**src/rtl/tts_pkg.sv**
```systemverilog
`default_nettype none

package tts_pkg;

  // Field widths of the configuration port and of the payloads
  localparam int unsigned CFG_W     = 11;
  localparam int unsigned CFG_IDX_W = 2;
  localparam int unsigned CH_W      = 8;
  localparam int unsigned OFFSET_W  = 22;
  localparam int unsigned PAD_W     = 11;

  // Texture geometry
  localparam int unsigned MIN_SIDE  = 64;
  localparam int unsigned MIN_LOG   = 6;
  localparam int unsigned TILE_LOG  = 3;
  localparam int unsigned SIDE_RST  = 64;

  localparam logic [CH_W-1:0] ALPHA_OPAQUE = 8'hFF;

  typedef enum logic [CFG_IDX_W-1:0] {
    REG_IMAGE_WIDTH  = 2'd0,
    REG_IMAGE_HEIGHT = 2'd1,
    REG_RGB_MODE     = 2'd2
  } cfg_reg_e;

  typedef struct packed {
    logic [CH_W-1:0] red_in;
    logic [CH_W-1:0] green_in;
    logic [CH_W-1:0] blue_in;
    logic [CH_W-1:0] alpha_in;
  } pixel_t;

  typedef struct packed {
    logic [OFFSET_W-1:0] dest_offset;
    logic [CH_W-1:0]     alpha_out;
    logic [CH_W-1:0]     blue_out;
    logic [CH_W-1:0]     green_out;
    logic [CH_W-1:0]     red_out;
    logic [PAD_W-1:0]    padded_width;
    logic [PAD_W-1:0]    padded_height;
    logic                last_pixel;
  } texel_t;

  typedef struct packed {
    logic             rgb_mode;
    logic [PAD_W-1:0] padded_width;
    logic [PAD_W-1:0] padded_height;
  } cfg_t;

endpackage

`default_nettype wire

```
**src/rtl/tts_stream_if.sv**
```systemverilog
`default_nettype none

interface tts_stream_if #(
  parameter type payload_t = logic
) ();

  logic     valid;
  logic     ready;
  payload_t data;

  modport source (output valid, output data, input ready);
  modport sink   (input valid, input data, output ready);

endinterface

`default_nettype wire

```
**src/rtl/tts_cfg.sv**
```systemverilog
`default_nettype none

module tts_cfg #(
  parameter int unsigned MAX_SIDE = 1024,
  localparam int unsigned CW = $clog2(MAX_SIDE),
  localparam int unsigned LW = $clog2(CW + 1)
) (
  input  wire                             clk_i,
  input  wire                             rst_ni,
  input  wire                             cfg_we_i,
  input  wire  [tts_pkg::CFG_IDX_W-1:0]   cfg_index_i,
  input  wire  [tts_pkg::CFG_W-1:0]       cfg_wdata_i,
  output tts_pkg::cfg_t                   cfg_o,
  output logic [CW-1:0]                   w_last_o,
  output logic [CW-1:0]                   h_last_o,
  output logic [LW-1:0]                   w_log_o,
  output logic                            restart_o
);

  localparam int unsigned LOG_RST =
      ($clog2(tts_pkg::SIDE_RST) > tts_pkg::MIN_LOG) ? $clog2(tts_pkg::SIDE_RST)
                                                     : tts_pkg::MIN_LOG;

  logic [CW-1:0]             side_m1_d;
  logic [LW-1:0]             log_d;
  logic [tts_pkg::PAD_W-1:0] pad_d;

  logic [CW-1:0]             w_last_q;
  logic [CW-1:0]             h_last_q;
  logic [LW-1:0]             w_log_q;
  logic [tts_pkg::PAD_W-1:0] pad_w_q;
  logic [tts_pkg::PAD_W-1:0] pad_h_q;
  logic                      rgb_q;

  // Clamp the written side to 1..MAX_SIDE, keep side-1 and the padded log2
  always_comb begin
    if (cfg_wdata_i == '0) begin
      side_m1_d = '0;
    end else if (32'(cfg_wdata_i) > MAX_SIDE) begin
      side_m1_d = CW'(MAX_SIDE - 1);
    end else begin
      side_m1_d = CW'(cfg_wdata_i - 1'b1);
    end
    log_d = LW'(tts_pkg::MIN_LOG);
    for (int i = 0; i < CW; i++) begin
      if (side_m1_d[i] && (i + 1 > tts_pkg::MIN_LOG)) begin
        log_d = LW'(i + 1);
      end
    end
    pad_d = tts_pkg::PAD_W'(32'd1 << log_d);
  end

  always_ff @(posedge clk_i or negedge rst_ni) begin
    if (!rst_ni) begin
      w_last_q <= CW'(tts_pkg::SIDE_RST - 1);
      h_last_q <= CW'(tts_pkg::SIDE_RST - 1);
      w_log_q  <= LW'(LOG_RST);
      pad_w_q  <= tts_pkg::PAD_W'(32'd1 << LOG_RST);
      pad_h_q  <= tts_pkg::PAD_W'(32'd1 << LOG_RST);
      rgb_q    <= 1'b0;
    end else if (cfg_we_i) begin
      unique case (cfg_index_i)
        tts_pkg::REG_IMAGE_WIDTH: begin
          w_last_q <= side_m1_d;
          w_log_q  <= log_d;
          pad_w_q  <= pad_d;
        end
        tts_pkg::REG_IMAGE_HEIGHT: begin
          h_last_q <= side_m1_d;
          pad_h_q  <= pad_d;
        end
        tts_pkg::REG_RGB_MODE: begin
          rgb_q <= cfg_wdata_i[0];
        end
        default: begin
        end
      endcase
    end
  end

  assign restart_o = cfg_we_i && ((cfg_index_i == tts_pkg::REG_IMAGE_WIDTH) ||
                                  (cfg_index_i == tts_pkg::REG_IMAGE_HEIGHT));

  assign cfg_o.rgb_mode      = rgb_q;
  assign cfg_o.padded_width  = pad_w_q;
  assign cfg_o.padded_height = pad_h_q;
  assign w_last_o            = w_last_q;
  assign h_last_o            = h_last_q;
  assign w_log_o             = w_log_q;

endmodule

`default_nettype wire

```
**src/rtl/tts_scan.sv**
```systemverilog
`default_nettype none

module tts_scan #(
  parameter int unsigned CW = 10
) (
  input  wire                   clk_i,
  input  wire                   rst_ni,
  tts_stream_if.sink            pix_i,
  input  wire  [CW-1:0]         w_last_i,
  input  wire  [CW-1:0]         h_last_i,
  input  wire                   restart_i,
  input  wire                   rgb_mode_i,
  input  wire                   s1_ready_i,
  output logic                  s1_valid_o,
  output tts_pkg::pixel_t       pixel_o,
  output logic [CW-1:0]         col_o,
  output logic [CW-1:0]         row_o,
  output logic                  last_o
);

  logic [CW-1:0]   col_q;
  logic [CW-1:0]   row_q;
  logic            valid_q;
  tts_pkg::pixel_t pixel_d;
  tts_pkg::pixel_t pixel_q;
  logic [CW-1:0]   col_s_q;
  logic [CW-1:0]   row_s_q;
  logic            last_q;

  logic            accept;
  logic            col_end;
  logic            row_end;

  assign pix_i.ready = !valid_q || s1_ready_i;
  assign accept      = pix_i.valid && pix_i.ready;
  assign col_end     = col_q >= w_last_i;
  assign row_end     = row_q >= h_last_i;

  // Force alpha opaque for an RGB source
  always_comb begin
    pixel_d = pix_i.data;
    if (rgb_mode_i) begin
      pixel_d.alpha_in = tts_pkg::ALPHA_OPAQUE;
    end
  end

  // Raster position, wraps to the origin after the last pixel or on a size write
  always_ff @(posedge clk_i or negedge rst_ni) begin
    if (!rst_ni) begin
      col_q   <= '0;
      row_q   <= '0;
      valid_q <= 1'b0;
    end else begin
      if (restart_i) begin
        col_q <= '0;
        row_q <= '0;
      end else if (accept) begin
        if (col_end) begin
          col_q <= '0;
          row_q <= row_end ? '0 : row_q + 1'b1;
        end else begin
          col_q <= col_q + 1'b1;
        end
      end
      if (accept) begin
        valid_q <= 1'b1;
      end else if (s1_ready_i) begin
        valid_q <= 1'b0;
      end
    end
  end

  always_ff @(posedge clk_i) begin
    if (accept) begin
      pixel_q <= pixel_d;
      col_s_q <= col_q;
      row_s_q <= row_q;
      last_q  <= col_end && row_end;
    end
  end

  assign s1_valid_o = valid_q;
  assign pixel_o    = pixel_q;
  assign col_o      = col_s_q;
  assign row_o      = row_s_q;
  assign last_o     = last_q;

endmodule

`default_nettype wire

```
**src/rtl/tts_tiler.sv**
```systemverilog
`default_nettype none

module tts_tiler #(
  parameter int unsigned CW = 10,
  parameter int unsigned LW = 4
) (
  input  wire                   clk_i,
  input  wire                   rst_ni,
  input  wire                   s1_valid_i,
  output logic                  s1_ready_o,
  input  wire  tts_pkg::pixel_t pixel_i,
  input  wire  [CW-1:0]         col_i,
  input  wire  [CW-1:0]         row_i,
  input  wire                   last_i,
  input  wire  [LW-1:0]         w_log_i,
  input  wire  tts_pkg::cfg_t   cfg_i,
  tts_stream_if.source          tex_o
);

  localparam int unsigned TW = 2 * (CW - tts_pkg::TILE_LOG) + 1;
  localparam int unsigned FW = TW + 2 * tts_pkg::TILE_LOG + 2;

  logic [5:0]      morton;
  logic [TW-1:0]   tile;
  logic [FW-1:0]   offset_full;
  logic [LW-1:0]   row_shift;
  tts_pkg::texel_t tex_d;
  tts_pkg::texel_t tex_q;
  logic            valid_q;
  logic            take;

  assign s1_ready_o = !valid_q || tex_o.ready;
  assign take       = s1_valid_i && s1_ready_o;

  // Interleave x0,y0,x1,y1,x2,y2 inside the tile; tiles are row-major
  assign morton    = {row_i[2], col_i[2], row_i[1], col_i[1], row_i[0], col_i[0]};
  assign row_shift = LW'(w_log_i - LW'(tts_pkg::TILE_LOG));
  assign tile      = (TW'(row_i >> tts_pkg::TILE_LOG) << row_shift)
                   + TW'(col_i >> tts_pkg::TILE_LOG);
  assign offset_full = {tile, morton, 2'b00};

  always_comb begin
    tex_d.dest_offset   = tts_pkg::OFFSET_W'(offset_full);
    tex_d.alpha_out     = pixel_i.alpha_in;
    tex_d.blue_out      = pixel_i.blue_in;
    tex_d.green_out     = pixel_i.green_in;
    tex_d.red_out       = pixel_i.red_in;
    tex_d.padded_width  = cfg_i.padded_width;
    tex_d.padded_height = cfg_i.padded_height;
    tex_d.last_pixel    = last_i;
  end

  always_ff @(posedge clk_i or negedge rst_ni) begin
    if (!rst_ni) begin
      valid_q <= 1'b0;
    end else if (take) begin
      valid_q <= 1'b1;
    end else if (tex_o.ready) begin
      valid_q <= 1'b0;
    end
  end

  always_ff @(posedge clk_i) begin
    if (take) begin
      tex_q <= tex_d;
    end
  end

  assign tex_o.valid = valid_q;
  assign tex_o.data  = tex_q;

endmodule

`default_nettype wire

```
**src/rtl/tiled_texture_swizzler_top.sv**
```systemverilog
// A pixel is held in the input register, then in the result register that drives tex_o.
// Throughput: one pixel per cycle while the sink is ready; the two register
//   stages (input register with the raster counters, result register after
//   the tile address) run concurrently; each frees up as soon as its content moves on.
// Reset: raster position at (0,0), both stages empty, image 64x64 RGBA.
`default_nettype none

module tiled_texture_swizzler_top #(
  parameter int unsigned MAX_SIDE = 1024
) (
  input  wire                            clk_i,
  input  wire                            rst_ni,
  input  wire                            cfg_we_i,
  input  wire [tts_pkg::CFG_IDX_W-1:0]   cfg_index_i,
  input  wire [tts_pkg::CFG_W-1:0]       cfg_wdata_i,
  tts_stream_if.sink                     pix_i,
  tts_stream_if.source                   tex_o
);

  localparam int unsigned CW = $clog2(MAX_SIDE);
  localparam int unsigned LW = $clog2(CW + 1);

  // Configuration, kept in derived form: side-1 for the end-of-line and
  // end-of-image compares, log2 of the padded width for the tile row stride.
  tts_pkg::cfg_t   cfg;
  logic [CW-1:0]   w_last;
  logic [CW-1:0]   h_last;
  logic [LW-1:0]   w_log;
  logic            restart;

  // Input register stage to address stage
  logic            s1_valid;
  logic            s1_ready;
  tts_pkg::pixel_t s1_pixel;
  logic [CW-1:0]   s1_col;
  logic [CW-1:0]   s1_row;
  logic            s1_last;

  tts_cfg #(
    .MAX_SIDE (MAX_SIDE)
  ) u_cfg (
    .clk_i       (clk_i),
    .rst_ni      (rst_ni),
    .cfg_we_i    (cfg_we_i),
    .cfg_index_i (cfg_index_i),
    .cfg_wdata_i (cfg_wdata_i),
    .cfg_o       (cfg),
    .w_last_o    (w_last),
    .h_last_o    (h_last),
    .w_log_o     (w_log),
    .restart_o   (restart)
  );

  // Capture the pixel with its raster position and advance the counters;
  // a size write restarts the image at the origin.
  tts_scan #(
    .CW (CW)
  ) u_scan (
    .clk_i      (clk_i),
    .rst_ni     (rst_ni),
    .pix_i      (pix_i),
    .w_last_i   (w_last),
    .h_last_i   (h_last),
    .restart_i  (restart),
    .rgb_mode_i (cfg.rgb_mode),
    .s1_ready_i (s1_ready),
    .s1_valid_o (s1_valid),
    .pixel_o    (s1_pixel),
    .col_o      (s1_col),
    .row_o      (s1_row),
    .last_o     (s1_last)
  );

  // Form the tiled byte offset and hold the texel until the sink takes it
  tts_tiler #(
    .CW (CW),
    .LW (LW)
  ) u_tiler (
    .clk_i      (clk_i),
    .rst_ni     (rst_ni),
    .s1_valid_i (s1_valid),
    .s1_ready_o (s1_ready),
    .pixel_i    (s1_pixel),
    .col_i      (s1_col),
    .row_i      (s1_row),
    .last_i     (s1_last),
    .w_log_i    (w_log),
    .cfg_i      (cfg),
    .tex_o      (tex_o)
  );

`ifndef SYNTHESIS
  // Both stages full and the output stalled: no new pixel may enter
  assert property (@(posedge clk_i) disable iff (!rst_ni)
    (s1_valid && tex_o.valid && !tex_o.ready) |-> !pix_i.ready)
    else $error("pixel taken while both stages are full and stalled");

  // A texel offset is always word aligned
  assert property (@(posedge clk_i) disable iff (!rst_ni)
    tex_o.valid |-> (tex_o.data.dest_offset[1:0] == 2'b00))
    else $error("texel offset not word aligned");

  // Padded sides are powers of two
  assert property (@(posedge clk_i) disable iff (!rst_ni)
    tex_o.valid |-> ($onehot0(tex_o.data.padded_width) &&
                     $onehot0(tex_o.data.padded_height)))
    else $error("padded side not a power of two");

  // A stalled first stage still holds its pixel in the next cycle
  assert property (@(posedge clk_i) disable iff (!rst_ni)
    (s1_valid && !s1_ready) |=> s1_valid)
    else $error("first stage dropped a pixel under stall");
`endif

endmodule

`default_nettype wire

```
**src/flat_wrapper.sv**
```systemverilog
// flat-port wrapper written by rule: the top's interface ports become plain ports
module tiled_texture_swizzler_top_flat import tts_pkg::*;
#(
  parameter int unsigned MAX_SIDE = 1024
)
  (clk_i, rst_ni, cfg_we_i, cfg_index_i, cfg_wdata_i, pix_i_valid, pix_i_data, pix_i_ready, tex_o_valid, tex_o_data, tex_o_ready);
  tts_stream_if #(.payload_t(pixel_t)) pix_i_i ();
  tts_stream_if #(.payload_t(texel_t)) tex_o_i ();
  input  wire clk_i;
  input  wire rst_ni;
  input  wire cfg_we_i;
  input  wire [tts_pkg::CFG_IDX_W-1:0] cfg_index_i;
  input  wire [tts_pkg::CFG_W-1:0] cfg_wdata_i;
  input wire logic [$bits(pix_i_i.valid)-1:0] pix_i_valid;
  input wire logic [$bits(pix_i_i.data)-1:0] pix_i_data;
  output wire logic [$bits(pix_i_i.ready)-1:0] pix_i_ready;
  output wire logic [$bits(tex_o_i.valid)-1:0] tex_o_valid;
  output wire logic [$bits(tex_o_i.data)-1:0] tex_o_data;
  input wire logic [$bits(tex_o_i.ready)-1:0] tex_o_ready;
  assign pix_i_i.valid = pix_i_valid;
  assign pix_i_i.data = pix_i_data;
  assign pix_i_ready = pix_i_i.ready;
  assign tex_o_valid = tex_o_i.valid;
  assign tex_o_data = tex_o_i.data;
  assign tex_o_i.ready = tex_o_ready;
  tiled_texture_swizzler_top #(.MAX_SIDE(MAX_SIDE)) u_core (.clk_i(clk_i), .rst_ni(rst_ni), .cfg_we_i(cfg_we_i), .cfg_index_i(cfg_index_i), .cfg_wdata_i(cfg_wdata_i), .pix_i(pix_i_i), .tex_o(tex_o_i));
endmodule
```
**config.mk**
```make
export PLATFORM = sky130hd
export DESIGN_NAME = tiled_texture_swizzler_top_flat
export DESIGN_NICKNAME = d
export VERILOG_FILES = /design/src/rtl/tts_pkg.sv /design/src/rtl/tts_stream_if.sv /design/src/rtl/tts_cfg.sv /design/src/rtl/tts_scan.sv /design/src/rtl/tts_tiler.sv /design/src/rtl/tiled_texture_swizzler_top.sv /design/src/flat_wrapper.sv
export SDC_FILE = /design/constraint.sdc
export NUM_CORES = 1
export LEC_CHECK = 0
export BUFFER_PORTS_ARGS = -buffer_cell sky130_fd_sc_hd__buf_2
export CORE_ASPECT_RATIO = 2
export CORE_MARGIN = 2
export CORE_UTILIZATION = 55
export CTS_BUF_LIST = sky130_fd_sc_hd__clkbuf_4
export DETAILED_ROUTE_END_ITERATION = 10
export PLACE_DENSITY = 0.86
export SETUP_SLACK_MARGIN = 0.05
export SYNTH_ARGS = -nofsm -noshare
export SYNTH_HDL_FRONTEND = slang
export SYNTH_HIERARCHICAL = 1
export SYNTH_SLANG_ARGS = --single-unit
```
**constraint.sdc**
```tcl
create_clock -name clk_i -period 6.2 [get_ports clk_i]
set_clock_uncertainty 0.1 [all_clocks]
set_input_delay 1.24 -clock clk_i [delete_from_list [all_inputs] [get_ports clk_i]]
set_output_delay 1.24 -clock clk_i [all_outputs]
set_load 0.02 [all_outputs]
```
==> run metrics <==
fin crit period=between 4000 and 5000 ps; Worst setup EP type=flip-flop; via/cell ratio=5.50; Hold Crit Class=flip-flop to flip-flop; CP Launch Type=flip-flop; arrival time worst endpoint=~4500 ps; Reg power frac=56.0%; worst r2r dst=u_core/u_tiler/tex_o.data[74]$_DFFE_PP_; Hold Path Origin=u_core/u_scan/pixel_o[25]$_DFFE_PP_; pwr/cell area=approximately 300 nW/um^2; Max rail drop VDD=~0.00016 V; Initial Utilization=between 50% and 60%; All-Layer GR Usage=between 20% and 30%; Final HPWL DP=approximately 12000 um; RSZ-0062 raised after global routing=no; combinational share of power=a little under a fifth; Resized cells post-CTS=0; PortBufs=approximately 130; TritonCTS clock tree=built; Clock transition at path regs=about 180 ps; Worst Hold Depth=0; Reg2Reg Launch Point=u_core/u_cfg/w_log_o[0]$_DFFE_PN0P_; DRT Wirelength=~16000 um; Final Max Tran Viols=0; full die area=16500 sq um; # rows=between 60 and 70; switching fraction of total power=between 30% and 40%; DRT Pass-1 Iters=5; Synth Cell Area=8480 sq um; share of layout cells above drive strength 1=27.5%; post-synthesis sequential area ratio=around 65%; wire per inst=16.9 um; die height=roughly 180 um; Final period util=between 60% and 70%; Ports=129; internal power=~2000 uW; Cells after Synth=around 630; ys async rst share=about 34%; Final Hold Fails=0; Area Growth Syn to Fin=12.9%; pre-CTS worst setup slack=between 2000 and 2500 ps; Total Nets Final=approximately 840; Fmax=approximately 240 MHz; CTS Hold Bufs=0; Clk Tree Root Cell=clkbuf_4; Placeable Area=about 15000 sq um; vias in the first global route=5223; CTS Buf Count=17; largest net degree at the start of global routing=76; Least-Margin Pin Slew=approximately 1100 ps; worst-case reg-to-reg path depth=11; Worst Hold End=u_core/u_tiler/tex_o.data[24]$_DFFE_PP_; Reg2Reg Setup Slack=~2000 ps; Die Width=just over 90 um; Final setup viols=0; distinct cell type count after synthesis=74; top_reg_cell synth=edfxtp_1; setup ws final=1990 ps; Routed Antenna Nets=0; setup TNS=0 ps; Post-DP Area=roughly 9000 sq um; DR vias=5323; CTS max path bufs=2; status=finished clean; clk sinks=195; global-route wire length before repair=~26000 um; power share of the clock group=roughly 25%; Iteration-0 DRC Markers=300; initial antenna violation count=2; cell area after layout=about 9600 sq um; worst-path fanout max=17; Routability Congestion=0.933; Slew headroom=27.2%; Post-synth EDFFs=between 100 and 150; Psw=between 800 and 900 uW; syn avg cell area=13.5 sq um; DRC=0; critical path required time=about 6500 ps; Leak=around 0.0041 uW; WS Path Type=flip-flop to flip-flop; clk_lat worst skew=between 500 and 600 ps; postcts setup bufs=0; Synth Register Bits=approximately 200; Max Cap Viol=0; Synth Warn #=6; Congestion Overflow GR=0; H-tree levels=4
-- registers in the layout, summed over array words and instances (netlist names), 10 cells and up --
register	count
u_core/u_tiler/tex_o.data	75
u_core/u_cfg/pad_w_q	10
u_core/u_scan/col_o	10
u_core/u_scan/col_q	10
u_core/u_scan/pixel_o	32
u_core/u_cfg/pad_h_q	10
u_core/u_scan/row_o	10
u_core/u_cfg/w_last_o	10
u_core/u_scan/row_q	10
u_core/u_cfg/h_last_o	10
-- cell usage after synthesis, types with 6 or more instances --
library cell | count | area, sq um
nand4_1 | 8 | 50.1
nor3_1 | 10 | 50.1
a21o_1 | 6 | 45.0
o21ai_0 | 34 | 170
dfstp_2 | 16 | 420
xnor2_1 | 16 | 140
nand2b_1 | 7 | 43.8
nand2_1 | 43 | 161
a21oi_1 | 21 | 105
edfxtp_1 | 128 | 3840
ha_1 | 31 | 388
inv_1 | 33 | 124
buf_4 | 7 | 52.6
or2_2 | 9 | 56.3
and3_1 | 7 | 43.8
nand3_1 | 8 | 40.0
nor2b_1 | 14 | 87.6
dfrtp_1 | 51 | 1280
a22o_1 | 8 | 70.1
xor2_1 | 12 | 105
and2_1 | 13 | 81.3
nor2_1 | 43 | 161
clkbuf_1 | 8 | 30.0
-- per-stage QoR --
stage	total power [uW]	hold WS [ps]	std cells	util (%)
finish	2880	339	967	62.9
global route	3030	336	967	62.9
CTS	2900	336	965	62.9
detailed placement	2190	305	933	60.7
global placement	2170	300	933	60.7
floorplan	2040	300	628	-
-- how the worst max path moves through the flow --
stage	start	to	slack [ps]	cells past startpoint
after floorplan	tex_o_ready	u_core/u_scan/row_q[9]$_DFFE_PN0P_	2000	8
after global placement	u_core/u_cfg/w_log_o[0]$_DFFE_PN0P_	u_core/u_tiler/tex_o.data[74]$_DFFE_PP_	2120	10
after detailed placement	u_core/u_cfg/w_log_o[0]$_DFFE_PN0P_	u_core/u_tiler/tex_o.data[74]$_DFFE_PP_	2060	10
after CTS	u_core/u_cfg/w_log_o[0]$_DFFE_PN0P_	u_core/u_tiler/tex_o.data[74]$_DFFE_PP_	2030	11
after global routing	u_core/u_cfg/w_log_o[0]$_DFFE_PN0P_	u_core/u_tiler/tex_o.data[74]$_DFFE_PP_	1730	11
final	u_core/u_cfg/w_log_o[0]$_DFFE_PN0P_	u_core/u_tiler/tex_o.data[74]$_DFFE_PP_	1990	11
-- routing by layer --
layer,part of all wire [%],track usage (%),vias to the layer above
li1,-,-,2535
met1,34,21.4,2586
met2,57,38.1,154
met3,3.7,3.86,48
met4,5.1,11.1,0
met5,0,0,-
-- layout by cell type (no fill, tap or decap), types with 5 or more instances in the layout --
cell type  Yosys  layout
edfxtp_1     128     128
buf_2          4     126
dfrtp_1       51      51
nand2_1       43      43
nor2_1        43      43
o21ai_0       34      34
inv_1         33      33
ha_1          31      31
a21oi_1       21      21
clkbuf_4       0      17
xnor2_1       16      16
dfstp_2       16      16
nor2b_1       14      14
xor2_1        12      12
and2_1        13      12
nor3_1        10      10
or2_2          9       9
nand4_1        8       8
nand3_1        8       8
a22o_1         8       8
nand2b_1       7       7
and3_1         7       7
a21o_1         6       6
buf_4          7       5
-- power groups by stage --
stage	sequential [uW]	clock [uW]	combinational, uW
6_report	1610	725	544
3_5_place_dp	1640	0	544
3_3_place_gp	1630	0	532
4_1_cts	1610	743	547
5_1_grt	1630	797	602
2_1_floorplan	1680	0	354
-- critical path, stage by stage (launching register included) --
cell and delay, ps:
dfrtp_1 760, ha_1 400, xor2_2 520, nand3_1 270, inv_1 130, ha_1 250, a21o_1 160, a21oi_1 220
o21ai_0 180, o41ai_1 690, nor3_1 160, xnor2_1 160
-- cells by family after synthesis --
| logic type | count (synthesis) | synth area share, % |
|---|---|---|
| compound gates | 109 | 8.94 |
| xor+xnor | 29 | 3.08 |
| fa+ha+maj | 35 | 5.17 |
| buf+inv | 58 | 3.38 |
| flops | 195 | 65.3 |
| mux | 14 | 2.33 |
| other cells | 1 | 0.0442 |
| simple gates | 186 | 11.7 |
-- cell type report --
class	instances	area [sq um]
tap	198	248
antenna	2	5.00
multi-input combinational	375	2660
sequential	195	5540
timing repair buffer	131	668
clock buffer	17	128
inverter	34	128
fill	1191	5640
clock inverter	15	198
No activity file was read; power rests on OpenSTA's default activity.
